[config.mk]
export PLATFORM = sky130hd
export DESIGN_NAME = cpu_stack_instruction_unit_flat
export DESIGN_NICKNAME = d
export VERILOG_FILES = /design/src/csi_pkg.sv /design/src/csi_in_if.sv /design/src/csi_out_if.sv /design/src/csi_stack_ram.sv /design/src/cpu_stack_instruction_unit.sv /design/src/flat_wrapper.sv
export SDC_FILE = /design/constraint.sdc
export NUM_CORES = 2
export LEC_CHECK = 0
export BUFFER_PORTS_ARGS = -buffer_cell sky130_fd_sc_hd__buf_4
export CAP_MARGIN = 20
export CORE_ASPECT_RATIO = 0.7
export CORE_MARGIN = 2
export CORE_UTILIZATION = 55
export CTS_CLUSTER_SIZE = 12
export DETAILED_ROUTE_END_ITERATION = 10
export GPL_TIMING_DRIVEN = 0
export PLACE_DENSITY = 0.82
export SETUP_SLACK_MARGIN = 0.02
export SYNTH_ARGS = -nofsm -noshare
export SYNTH_HDL_FRONTEND = slang
export SYNTH_SLANG_ARGS = --single-unit
[constraint.sdc]
create_clock -name clk -period 7.85 [get_ports clk]
set_clock_uncertainty 0.2 [all_clocks]
set_input_delay 1.57 -clock clk [delete_from_list [all_inputs] [get_ports clk]]
set_output_delay 1.57 -clock clk [all_outputs]
set_load 0.01 [all_outputs]
[src/csi_pkg.sv]
package csi_pkg;

  localparam int unsigned STACK_DEPTH = 256;
  localparam int unsigned STACK_AW    = $clog2(STACK_DEPTH);

  localparam logic [STACK_AW-1:0] SP_RESET = STACK_AW'(8'hFD);

  localparam logic [7:0] BIT_ZERO   = 8'h02;
  localparam logic [7:0] BIT_BREAK  = 8'h10;
  localparam logic [7:0] BIT_UNUSED = 8'h20;
  localparam logic [7:0] BIT_NEG    = 8'h80;

  typedef logic [STACK_AW-1:0] sp_t;

  typedef enum logic [2:0] {
    KIND_PHA = 3'd0,
    KIND_PLA = 3'd1,
    KIND_PHP = 3'd2,
    KIND_PLP = 3'd3,
    KIND_RTI = 3'd4
  } kind_t;

  // Microcode address.
  typedef logic [3:0] upc_t;

  localparam upc_t UPC_PHA  = 4'd0;
  localparam upc_t UPC_PHP  = 4'd1;
  localparam upc_t UPC_PLA0 = 4'd2;
  localparam upc_t UPC_PLA1 = 4'd3;
  localparam upc_t UPC_PLP0 = 4'd4;
  localparam upc_t UPC_PLP1 = 4'd5;
  localparam upc_t UPC_RTI0 = 4'd6;
  localparam upc_t UPC_RTI1 = 4'd7;
  localparam upc_t UPC_RTI2 = 4'd8;
  localparam upc_t UPC_RTI3 = 4'd9;
  localparam upc_t UPC_NOP  = 4'd10;

  typedef enum logic {
    WSRC_ACC,
    WSRC_STATUS
  } wsrc_t;

  typedef enum logic [2:0] {
    CAP_NONE,
    CAP_ACC,
    CAP_STATUS,
    CAP_PCLO,
    CAP_PCHI
  } cap_t;

  // One control word of the stack program.
  typedef struct packed {
    logic  wr;    // push: write page at pointer, then decrement
    wsrc_t wsrc;
    logic  rd;    // pull: increment pointer, read page there
    cap_t  cap;   // where the byte read by the previous step goes
    logic  fin;   // last step, hands the result to the output register
    upc_t  next;
  } ctl_t;

  // Request from the sequencer to the stack page.
  typedef struct packed {
    logic                we;
    logic [STACK_AW-1:0] waddr;
    logic [7:0]          wdata;
    logic                re;
    logic [STACK_AW-1:0] raddr;
  } ram_req_t;

  function automatic upc_t entry_of(input logic [2:0] kind);
    upc_t e;
    e = UPC_NOP;
    case (kind_t'(kind))
      KIND_PHA: e = UPC_PHA;
      KIND_PLA: e = UPC_PLA0;
      KIND_PHP: e = UPC_PHP;
      KIND_PLP: e = UPC_PLP0;
      KIND_RTI: e = UPC_RTI0;
      default:  e = UPC_NOP;
    endcase
    return e;
  endfunction

  function automatic ctl_t ucode(input upc_t upc);
    ctl_t c;
    c = '{wr: 1'b0, wsrc: WSRC_ACC, rd: 1'b0, cap: CAP_NONE, fin: 1'b1, next: UPC_NOP};
    case (upc)
      UPC_PHA:  c = '{wr: 1'b1, wsrc: WSRC_ACC,    rd: 1'b0, cap: CAP_NONE,
                      fin: 1'b1, next: UPC_NOP};
      UPC_PHP:  c = '{wr: 1'b1, wsrc: WSRC_STATUS, rd: 1'b0, cap: CAP_NONE,
                      fin: 1'b1, next: UPC_NOP};
      UPC_PLA0: c = '{wr: 1'b0, wsrc: WSRC_ACC,    rd: 1'b1, cap: CAP_NONE,
                      fin: 1'b0, next: UPC_PLA1};
      UPC_PLA1: c = '{wr: 1'b0, wsrc: WSRC_ACC,    rd: 1'b0, cap: CAP_ACC,
                      fin: 1'b1, next: UPC_NOP};
      UPC_PLP0: c = '{wr: 1'b0, wsrc: WSRC_ACC,    rd: 1'b1, cap: CAP_NONE,
                      fin: 1'b0, next: UPC_PLP1};
      UPC_PLP1: c = '{wr: 1'b0, wsrc: WSRC_ACC,    rd: 1'b0, cap: CAP_STATUS,
                      fin: 1'b1, next: UPC_NOP};
      UPC_RTI0: c = '{wr: 1'b0, wsrc: WSRC_ACC,    rd: 1'b1, cap: CAP_NONE,
                      fin: 1'b0, next: UPC_RTI1};
      UPC_RTI1: c = '{wr: 1'b0, wsrc: WSRC_ACC,    rd: 1'b1, cap: CAP_STATUS,
                      fin: 1'b0, next: UPC_RTI2};
      UPC_RTI2: c = '{wr: 1'b0, wsrc: WSRC_ACC,    rd: 1'b1, cap: CAP_PCLO,
                      fin: 1'b0, next: UPC_RTI3};
      UPC_RTI3: c = '{wr: 1'b0, wsrc: WSRC_ACC,    rd: 1'b0, cap: CAP_PCHI,
                      fin: 1'b1, next: UPC_NOP};
      default:  c = '{wr: 1'b0, wsrc: WSRC_ACC,    rd: 1'b0, cap: CAP_NONE,
                      fin: 1'b1, next: UPC_NOP};
    endcase
    return c;
  endfunction

endpackage

[src/csi_in_if.sv]
interface csi_in_if;
  logic       valid;
  logic       ready;
  logic [2:0] kind;
  logic [7:0] acc_in;
  logic [7:0] status_in;

  modport source (output valid, output kind, output acc_in, output status_in, input ready);
  modport sink   (input valid, input kind, input acc_in, input status_in, output ready);
endinterface

[src/csi_out_if.sv]
interface csi_out_if;
  logic        valid;
  logic        ready;
  logic [7:0]  acc_out;
  logic [7:0]  status_out;
  logic [15:0] pc_out;
  logic        pc_valid;
  logic [7:0]  stack_ptr_out;

  modport source (output valid, output acc_out, output status_out, output pc_out,
                  output pc_valid, output stack_ptr_out, input ready);
  modport sink   (input valid, input acc_out, input status_out, input pc_out,
                  input pc_valid, input stack_ptr_out, output ready);
endinterface

[src/csi_stack_ram.sv]
module csi_stack_ram (
  input  logic               clk,
  input  logic               rst_n,
  input  csi_pkg::ram_req_t  req,
  output logic [7:0]         rdata
);

  logic [7:0]                       mem_r [csi_pkg::STACK_DEPTH];
  logic [csi_pkg::STACK_DEPTH-1:0]  vld_r;
  logic [7:0]                       rd_r;
  logic                             rd_vld_r;

  always_ff @(posedge clk) begin
    if (req.we) begin
      mem_r[req.waddr] <= req.wdata;
    end
    if (req.re) begin
      rd_r <= mem_r[req.raddr];
    end
  end

  // A byte never pushed since reset reads as zero.
  always_ff @(posedge clk) begin
    if (!rst_n) begin
      vld_r    <= '0;
      rd_vld_r <= 1'b0;
    end else begin
      if (req.we) begin
        vld_r[req.waddr] <= 1'b1;
      end
      if (req.re) begin
        rd_vld_r <= vld_r[req.raddr];
      end
    end
  end

  assign rdata = rd_vld_r ? rd_r : 8'h00;

endmodule

[src/cpu_stack_instruction_unit.sv]
// Stack instruction unit: PHA, PLA, PHP, PLP and RTI against an internal 256-byte stack page.
// PHA, PHP and unused kinds finish in a single push or no-op step; PLA and PLP read a byte
// and then capture it; RTI reads the status and the low and high PC bytes and captures each in
// turn. One instruction is in flight, so a new one is taken only after the previous one has
// finished. The stack page moves one byte per microcode step.
// Reset (rst_n low, synchronous) sets the pointer to 0xFD and clears the page valid bits.
module cpu_stack_instruction_unit (
  input  logic      clk,
  input  logic      rst_n,
  csi_in_if.sink    in_ch,
  csi_out_if.source out_ch
);

  // Sequencer state. busy_r is high while a microprogram runs; upc_r is the step counter.
  logic            busy_r, busy_nxt;
  csi_pkg::upc_t   upc_r, upc_nxt;
  csi_pkg::sp_t    sp_r, sp_nxt;

  // Working copies of the instruction's operands and results.
  logic [7:0]      acc_r, acc_nxt;
  logic [7:0]      st_r, st_nxt;
  logic [15:0]     pc_r, pc_nxt;
  logic            pcv_r, pcv_nxt;

  // Result register, which decouples the sequencer from the consumer.
  logic            out_valid_r, out_valid_nxt;
  logic [7:0]      out_acc_r, out_st_r, out_sp_r;
  logic [15:0]     out_pc_r;
  logic            out_pcv_r;

  csi_pkg::ctl_t     ctl;
  csi_pkg::ram_req_t ram_req;
  logic [7:0]        rd_byte;
  logic              accept;
  logic              out_free;
  logic              step_en;
  logic              load_out;

  assign ctl      = csi_pkg::ucode(upc_r);
  assign accept   = in_ch.valid && in_ch.ready;
  assign out_free = !out_valid_r || out_ch.ready;
  // The last step of a program waits until the result register can take its result.
  assign step_en  = busy_r && (!ctl.fin || out_free);
  assign load_out = step_en && ctl.fin;

  assign in_ch.ready = !busy_r;

  // The stack page: a push writes at the pointer, a pull reads one above it.
  always_comb begin
    ram_req.we    = step_en && ctl.wr;
    ram_req.waddr = sp_r;
    ram_req.wdata = (ctl.wsrc == csi_pkg::WSRC_ACC) ? acc_r
                  : (st_r | csi_pkg::BIT_BREAK | csi_pkg::BIT_UNUSED);
    ram_req.re    = step_en && ctl.rd;
    ram_req.raddr = sp_r + csi_pkg::sp_t'(1);
  end

  csi_stack_ram u_ram (
    .clk   (clk),
    .rst_n (rst_n),
    .req   (ram_req),
    .rdata (rd_byte)
  );

  // Datapath driven by the current control word. The byte read in one step is
  // captured in the next, while that step may already issue the following read.
  always_comb begin
    busy_nxt = busy_r;
    upc_nxt  = upc_r;
    sp_nxt   = sp_r;
    acc_nxt  = acc_r;
    st_nxt   = st_r;
    pc_nxt   = pc_r;
    pcv_nxt  = pcv_r;
    if (accept) begin
      busy_nxt = 1'b1;
      upc_nxt  = csi_pkg::entry_of(in_ch.kind);
      acc_nxt  = in_ch.acc_in;
      st_nxt   = in_ch.status_in;
      pc_nxt   = 16'h0000;
      pcv_nxt  = (in_ch.kind == csi_pkg::KIND_RTI);
    end else if (step_en) begin
      upc_nxt = ctl.next;
      if (ctl.fin) begin
        busy_nxt = 1'b0;
      end
      if (ctl.wr) begin
        sp_nxt = sp_r - csi_pkg::sp_t'(1);
      end else if (ctl.rd) begin
        sp_nxt = sp_r + csi_pkg::sp_t'(1);
      end
      unique case (ctl.cap)
        csi_pkg::CAP_NONE: begin
        end
        csi_pkg::CAP_ACC: begin
          acc_nxt = rd_byte;
          st_nxt  = (st_r & ~(csi_pkg::BIT_ZERO | csi_pkg::BIT_NEG))
                  | ((rd_byte == 8'h00) ? csi_pkg::BIT_ZERO : 8'h00)
                  | (rd_byte[7] ? csi_pkg::BIT_NEG : 8'h00);
        end
        csi_pkg::CAP_STATUS: begin
          st_nxt = rd_byte & ~(csi_pkg::BIT_BREAK | csi_pkg::BIT_UNUSED);
        end
        csi_pkg::CAP_PCLO: begin
          pc_nxt[7:0] = rd_byte;
        end
        csi_pkg::CAP_PCHI: begin
          pc_nxt[15:8] = rd_byte;
        end
        default: begin
        end
      endcase
    end
  end

  always_comb begin
    out_valid_nxt = out_valid_r;
    if (load_out) begin
      out_valid_nxt = 1'b1;
    end else if (out_ch.ready) begin
      out_valid_nxt = 1'b0;
    end
  end

  always_ff @(posedge clk) begin
    if (!rst_n) begin
      busy_r      <= 1'b0;
      upc_r       <= csi_pkg::UPC_NOP;
      sp_r        <= csi_pkg::SP_RESET;
      out_valid_r <= 1'b0;
    end else begin
      busy_r      <= busy_nxt;
      upc_r       <= upc_nxt;
      sp_r        <= sp_nxt;
      out_valid_r <= out_valid_nxt;
    end
  end

  // Operand and result payload carries no reset.
  always_ff @(posedge clk) begin
    acc_r <= acc_nxt;
    st_r  <= st_nxt;
    pc_r  <= pc_nxt;
    pcv_r <= pcv_nxt;
    if (load_out) begin
      out_acc_r <= acc_nxt;
      out_st_r  <= st_nxt;
      out_pc_r  <= pc_nxt;
      out_pcv_r <= pcv_nxt;
      out_sp_r  <= 8'(sp_nxt);
    end
  end

  assign out_ch.valid         = out_valid_r;
  assign out_ch.acc_out       = out_acc_r;
  assign out_ch.status_out    = out_st_r;
  assign out_ch.pc_out        = out_pc_r;
  assign out_ch.pc_valid      = out_pcv_r;
  assign out_ch.stack_ptr_out = out_sp_r;

  // A finishing step that is blocked by a full result register holds its place.
  a_fin_stall_holds: assert property (@(posedge clk) disable iff (!rst_n)
    (busy_r && ctl.fin && out_valid_r && !out_ch.ready) |=> (busy_r && $stable(upc_r)))
    else $error("finishing step advanced while the result register was full");

  // The pointer moves only in a step that pushes or pulls.
  a_sp_moves_on_step: assert property (@(posedge clk) disable iff (!rst_n)
    !(step_en && (ctl.wr || ctl.rd)) |=> $stable(sp_r))
    else $error("stack pointer changed outside a push or pull step");

  // No instruction is taken while a microprogram is running.
  a_no_accept_busy: assert property (@(posedge clk) disable iff (!rst_n)
    busy_r |-> !accept)
    else $error("instruction accepted while the sequencer was busy");

  // A result without a pulled program counter reports zero.
  a_pc_zero: assert property (@(posedge clk) disable iff (!rst_n)
    (out_valid_r && !out_pcv_r) |-> (out_pc_r == 16'h0000))
    else $error("program counter nonzero on a result without a pulled counter");

endmodule
[src/flat_wrapper.sv]
// flat-port wrapper written by rule: the top's interface ports become plain ports
module cpu_stack_instruction_unit_flat 
  (clk, rst_n, in_ch_valid, in_ch_kind, in_ch_acc_in, in_ch_status_in, in_ch_ready, out_ch_valid, out_ch_acc_out, out_ch_status_out, out_ch_pc_out, out_ch_pc_valid, out_ch_stack_ptr_out, out_ch_ready);
  csi_in_if in_ch_i ();
  csi_out_if out_ch_i ();
  input  logic clk;
  input  logic rst_n;
  input wire logic [$bits(in_ch_i.valid)-1:0] in_ch_valid;
  input wire logic [$bits(in_ch_i.kind)-1:0] in_ch_kind;
  input wire logic [$bits(in_ch_i.acc_in)-1:0] in_ch_acc_in;
  input wire logic [$bits(in_ch_i.status_in)-1:0] in_ch_status_in;
  output wire logic [$bits(in_ch_i.ready)-1:0] in_ch_ready;
  output wire logic [$bits(out_ch_i.valid)-1:0] out_ch_valid;
  output wire logic [$bits(out_ch_i.acc_out)-1:0] out_ch_acc_out;
  output wire logic [$bits(out_ch_i.status_out)-1:0] out_ch_status_out;
  output wire logic [$bits(out_ch_i.pc_out)-1:0] out_ch_pc_out;
  output wire logic [$bits(out_ch_i.pc_valid)-1:0] out_ch_pc_valid;
  output wire logic [$bits(out_ch_i.stack_ptr_out)-1:0] out_ch_stack_ptr_out;
  input wire logic [$bits(out_ch_i.ready)-1:0] out_ch_ready;
  assign in_ch_i.valid = in_ch_valid;
  assign in_ch_i.kind = in_ch_kind;
  assign in_ch_i.acc_in = in_ch_acc_in;
  assign in_ch_i.status_in = in_ch_status_in;
  assign in_ch_ready = in_ch_i.ready;
  assign out_ch_valid = out_ch_i.valid;
  assign out_ch_acc_out = out_ch_i.acc_out;
  assign out_ch_status_out = out_ch_i.status_out;
  assign out_ch_pc_out = out_ch_i.pc_out;
  assign out_ch_pc_valid = out_ch_i.pc_valid;
  assign out_ch_stack_ptr_out = out_ch_i.stack_ptr_out;
  assign out_ch_i.ready = out_ch_ready;
  cpu_stack_instruction_unit u_core (.clk(clk), .rst_n(rst_n), .in_ch(in_ch_i), .out_ch(out_ch_i));
endmodule
# Word level (Yosys, flattened, before mapping)
# Memory sizes are Yosys's and may differ from the RTL's. A register that Yosys moved wholly into a read port is not among the register bits.
# Cells that the tools add are included.
# classes
mux,35
n_lt_le_gt_ge,3
n_bitwise,3
n_eq_ne,8
reduce_logical,17
add_sub_neg,2
# ops
operator,n
$or 256x256->256,1
$mux 8,14
$mux 16,2
$pmux 4 s5,1
$lt 8x9->1 const B,2
$mux 4,4
$pmux 8 s2,1
$eq 3x2->1 const B,4
$mux 1,10
$add 8x1->8 const B,1
$bmux 1 s8,1
$demux 1 s8,1
$ge 8x1->1 const B,1
$logic_not 8->1,1
$or 7x8->8,1
$or 8x8->8,1
$sub 8x1->8 const B,1
$eq 3x1->1 const B,2
$eq 3x3->1 const B,2
$logic_and 1x1->1,6
$reduce_bool 2->1,3
$logic_not 1->1,3
$logic_not 3->1,1
$logic_or 1x1->1,2
2 further kinds,2
# totals
inputBits,23
word_cells,85
n_memories,2
mem_bits_rw,2048
reg_bits,345
rom_bits,176
# memory_table
name,depth,word_bits,read_ports,rd_ports_with_merged_regs,wr,line_no,source
u_core.u_ram.mem_r,256,8,1,1,1,csi_stack_ram.sv:8,logic [7:0] mem_r [csi_pkg::STACK_DEPTH];
(no name shown),16,11,1,1,0,csi_pkg.sv:87,case (upc)

# Longest topological paths before layout
# depth
depth_word,8
ltp_mapped,18
depth_no_buf,9

# Hierarchy
# A second synthesis with hierarchy kept.
# unflattened
cells_unflattened,4642
area_unflattened_um2,92052.0
# modules_own_cells
module,seq_area_each_um2,n_inst,area_each_um2,cells_each
csi_stack_ram,66884.1,1,87995.6,4286
cpu_stack_instruction_unit,2392.3,1,4056.4,356

# Worst setup path after synthesis
# No wires, ideal clock.
# synth_path
kind,flip-flop to flip-flop
start,register u_core.sp_r[0]
end,"register u_core.u_ram.rd_r[0] (read register of u_core.u_ram.mem_r), data pin"
setup_slack_ps,3168
synth_period_minus_slack_ps,4682
arrival_time_ps,4207
setup_time_ps,275
path_stages_with_launch,16
cell_sequence,dfxtp_1 > buf_4 > buf_6 > buf_6 > buf_4 > buf_2 > clkinv_1 > ha_1 > clkbuf_1 > clkbuf_1 > buf_1 > mux4_2 > mux4_2 > a221o_1 > a22oi_1 > o221ai_1
# synth_via
elab_chain_len,1
# synth_rtl
element,line_no,source
"start, declared",cpu_stack_instruction_unit.sv:17,"csi_pkg::sp_t sp_r, sp_nxt;"
"start signal, assigned",cpu_stack_instruction_unit.sv:129,sp_r <= csi_pkg::SP_RESET;
"start signal, assigned",cpu_stack_instruction_unit.sv:134,sp_r <= sp_nxt;
$add 8x1->8,cpu_stack_instruction_unit.sv:55,ram_req.raddr = sp_r + csi_pkg::sp_t'(1);
"end, declared",csi_stack_ram.sv:10,logic [7:0] rd_r;
# No other way between the ends.
# A chain may end at the register's enable or synchronous reset.

# Worst setup path after layout
# layout_path
start,register u_core.sp_r[0]
end,"register u_core.u_ram.rd_r[6] (read register of u_core.u_ram.mem_r), data pin"
# The elaborated chain is that of the path after synthesis.

==> flow_summary.yaml <==
min_path:
  hp-class: "register to register"
power:
  power_density_nw_per_um2: 277.6
  vdd_drop_max_uv: 194.8
  cellLeakagePower_nw: 33.14
cts:
  cts_hold_buf: 0
  cts_root_buffer: "clkbuf_16"
  htreeDepth: 4
  cts_tree: "done"
  cts_max_path_buffers: 3
  cts.sinks: 2412
  clk_pin_slew_ps: 70
  cts_buffers: 222
  clk_latency_ps: 890
place:
  port_buffers: 64
  post-place-ws_ps: -767.9
  dp_hpwl_um: 178000
  placed_cell_area_um2: 96300
  gp_congestion: 0.9936
finish:
  fillers: 10630
  syn_to_final_growth_pct: 11.95
  final_nets: 4808
  post-route-util: 0.6214
  layout-drive-gt1-share: 0.2490
  design_area_um2: 103300
worst_setup_path:
  setup.worst_path.start_class: "register"
  end_kind: "register"
  crit_type: "register to register"
  r2r_setup_slack_ps: -190
  path_max_fanout: 19
  critPathRequiredTime_ps: 8150
  cp.arrival_ps: 8340
floorplanning:
  fp.dieH_um: 346.7
  die-width_um: 493.6
  row_count: 125
  design.die.area_um2: 171100
  core-area_um2: 166300
  io_pins: 66
  initial_core_util: 0.5551
global_routing:
  grt_pass1_wl_um: 382300
  grt_antenna_before_repair: 25
  grt_pass1_vias: 49150
  grt_remaining_overflow: 0
  grt.total_usage: 0.3225
  grt_max_degree: 175
synthesis:
  netlist_top_cells_count: "2097 x edfxtp_1, 709 x mux4_2, 421 x nor2_1, 315 x dfxtp_1, 206 x o21a_1"
  synth_area_um2: 92280
  syn_inst: 4417
  synth_edf_count: 2097
  yosysSeqAreaShare: 0.7507
  ys_top_cells_by_area: "edfxtp_1 68%, mux4_2 17%, dfxtp_1 6.8%"
  async_reset_ff_frac: 0
  post-synth-top-count-cell: "edfxtp_1"
  synth_top_cell_area_share: 0.6824
  synth_fp_nets: 4451
  yosys_warnings: 0
  synth.distinct_cells: 53
  synth-main-ff-cell: "edfxtp_1"
  yosysTopAreaCell: "edfxtp_1"
  ys_ff_latch: 2412
  syn_avg_cell_area_um2: 20.89
timing:
  maxSlewViolCount: 0
  hold_viol: 0
  setup_slack_ps: -190.9
  fmax_mhz: 124.4
  slew-limit-headroom: 0.1126
  fin_crit_ps: 8041
  fin_crit_sh: 1.024
  grt_setup_unrepaired: "no"
  worst_pin_slew_ps: 1331
  setup-violations-final: 7
routing:
  antenna_left: 0
  drc: 0
  dr.pass1.iters: 7
  vias: 50910
  wire_per_inst_um: 38.40
  via_per_inst: 7.075
  drt_iter0_drc: 9868
  routed_wl_um: 276300
status:
  violations: "negative setup slack"
  status: "complete, but fails checks"
run:
  max-cap-violations: 0
-- power by group --
part           switching [mW]  internal [mW]
Sequential             0.0387           14.4
Clock                    4.79           5.38
Combinational            2.69           1.35
Total                    7.51           21.2
-- cells by family after synthesis --
group,Yosys count,synth area share
buffers and inverters,272,0.01359
AOI/OAI and AO/OA,394,0.03155
adders and majority gates,11,0.001491
xor gates and xnor gates,12,0.001302
and+or+nand+nor,585,0.02579
muxes,731,0.1756
DFF,2412,0.7507
-- path summary, 6_finish.rpt --
kind / start / to / cells after the start
max: u_core.sp_r[0]$_SDFF_PN1_ / u_core.u_ram.rd_r[6]$_DFFE_PP_ / 15
min: u_core.u_ram.vld_r[138]$_SDFFE_PN0P_ / u_core.u_ram.vld_r[138]$_SDFFE_PN0P_ / 1
max reg2reg: u_core.sp_r[0]$_SDFF_PN1_ / u_core.u_ram.rd_r[6]$_DFFE_PP_ / 15
min reg2reg: u_core.u_ram.vld_r[138]$_SDFFE_PN0P_ / u_core.u_ram.vld_r[138]$_SDFFE_PN0P_ / 1
-- cells in the final DEF (no fill, tap or decap), types with 27 or more instances in the layout --
master and n:
edfxtp_1 2097, mux4_2 709, nor2_1 421, dfxtp_1 315, clkbuf_1 292, clkbuf_16 223
o21a_1 206, buf_4 101, nand2_1 94, buf_2 76, a21oi_1 42, a22o_1 32
o21ai_0 27, buf_6 27
-- stage by stage --
step	power, mW	std cells	TNS (ps)	hold WS [ps]
after floorplan	16.85	4417	0	225.6
final	28.68	7195	-948.1	263.9
after detailed placement	18.53	6736	-5309	247.8
after CTS	28.47	7149	0	261.6
after global routing	29.14	7186	0	270.3
after global placement	18.42	6703	-9312	240.7
-- layout make-up --
| class | instances | area [um2] | share of cell area |
|---|---|---|---|
| plain buffers | 259 | 1246 | 0.01206 |
| multi-input cells | 1733 | 21860 | 0.2116 |
| diodes | 10 | 25.02 | 0.0002422 |
| inverters | 11 | 42.54 | 0.0004118 |
| well taps | 2222 | 2780 | 0.02691 |
| clock buffers | 396 | 6261 | 0.06060 |
| flip-flops and latches | 2412 | 69280 | 0.6706 |
| clock inverters | 17 | 299.0 | 0.002895 |
| repair buffers | 135 | 1524 | 0.01475 |
-- sequential cells by signal, indices dropped and copies added, names as in the netlist --
name                         count
u_core.acc_r                     8
u_core.busy_r                    1
u_core.ctl                      11
u_core.out_ch.acc_out            8
u_core.out_ch.pc_out            16
u_core.out_ch.pc_valid           1
u_core.out_ch.stack_ptr_out      8
u_core.out_ch.status_out         8
u_core.out_ch.valid              1
u_core.pc_r                     16
u_core.pcv_r                     1
u_core.sp_r                      8
u_core.st_r                      8
u_core.u_ram.mem_r            2048
u_core.u_ram.rd_r                8
u_core.u_ram.rd_vld_r            1
u_core.u_ram.vld_r             256
u_core.upc_r                     4
-- critical path, stage by stage (launching register included) --
cell and delay, ps:
dfxtp_1 380, buf_4 250, buf_6 220, buf_6 260
buf_4 370, buf_2 560, clkinv_2 540, ha_1 490
buf_4 270, buf_2 620, buf_2 860, buf_2 530
mux4_2 410, mux4_2 610, a221oi_1 570, o221ai_1 430
-- repair_timing --
action | 4_1_cts | 5_1_grt
setup endpoints to repair | 8 | 3
setup buffers | 0 | 0
hold endpoints to repair | 0 | 0
gates resized for setup | 9 | 0
-- layer usage --
metal / share of wire / vias to the layer above / routed length (um) / global-route usage
met5: 0.0016 / - / 430 / 0.009524
met4: 0.043 / 32 / 11820 / 0.1224
met3: 0.18 / 779 / 48550 / 0.1512
met2: 0.43 / 4853 / 118700 / 0.4497
met1: 0.35 / 26340 / 96770 / 0.4431
li1: - / 18900 / - / -
Power figures use the tool's default switching activity.
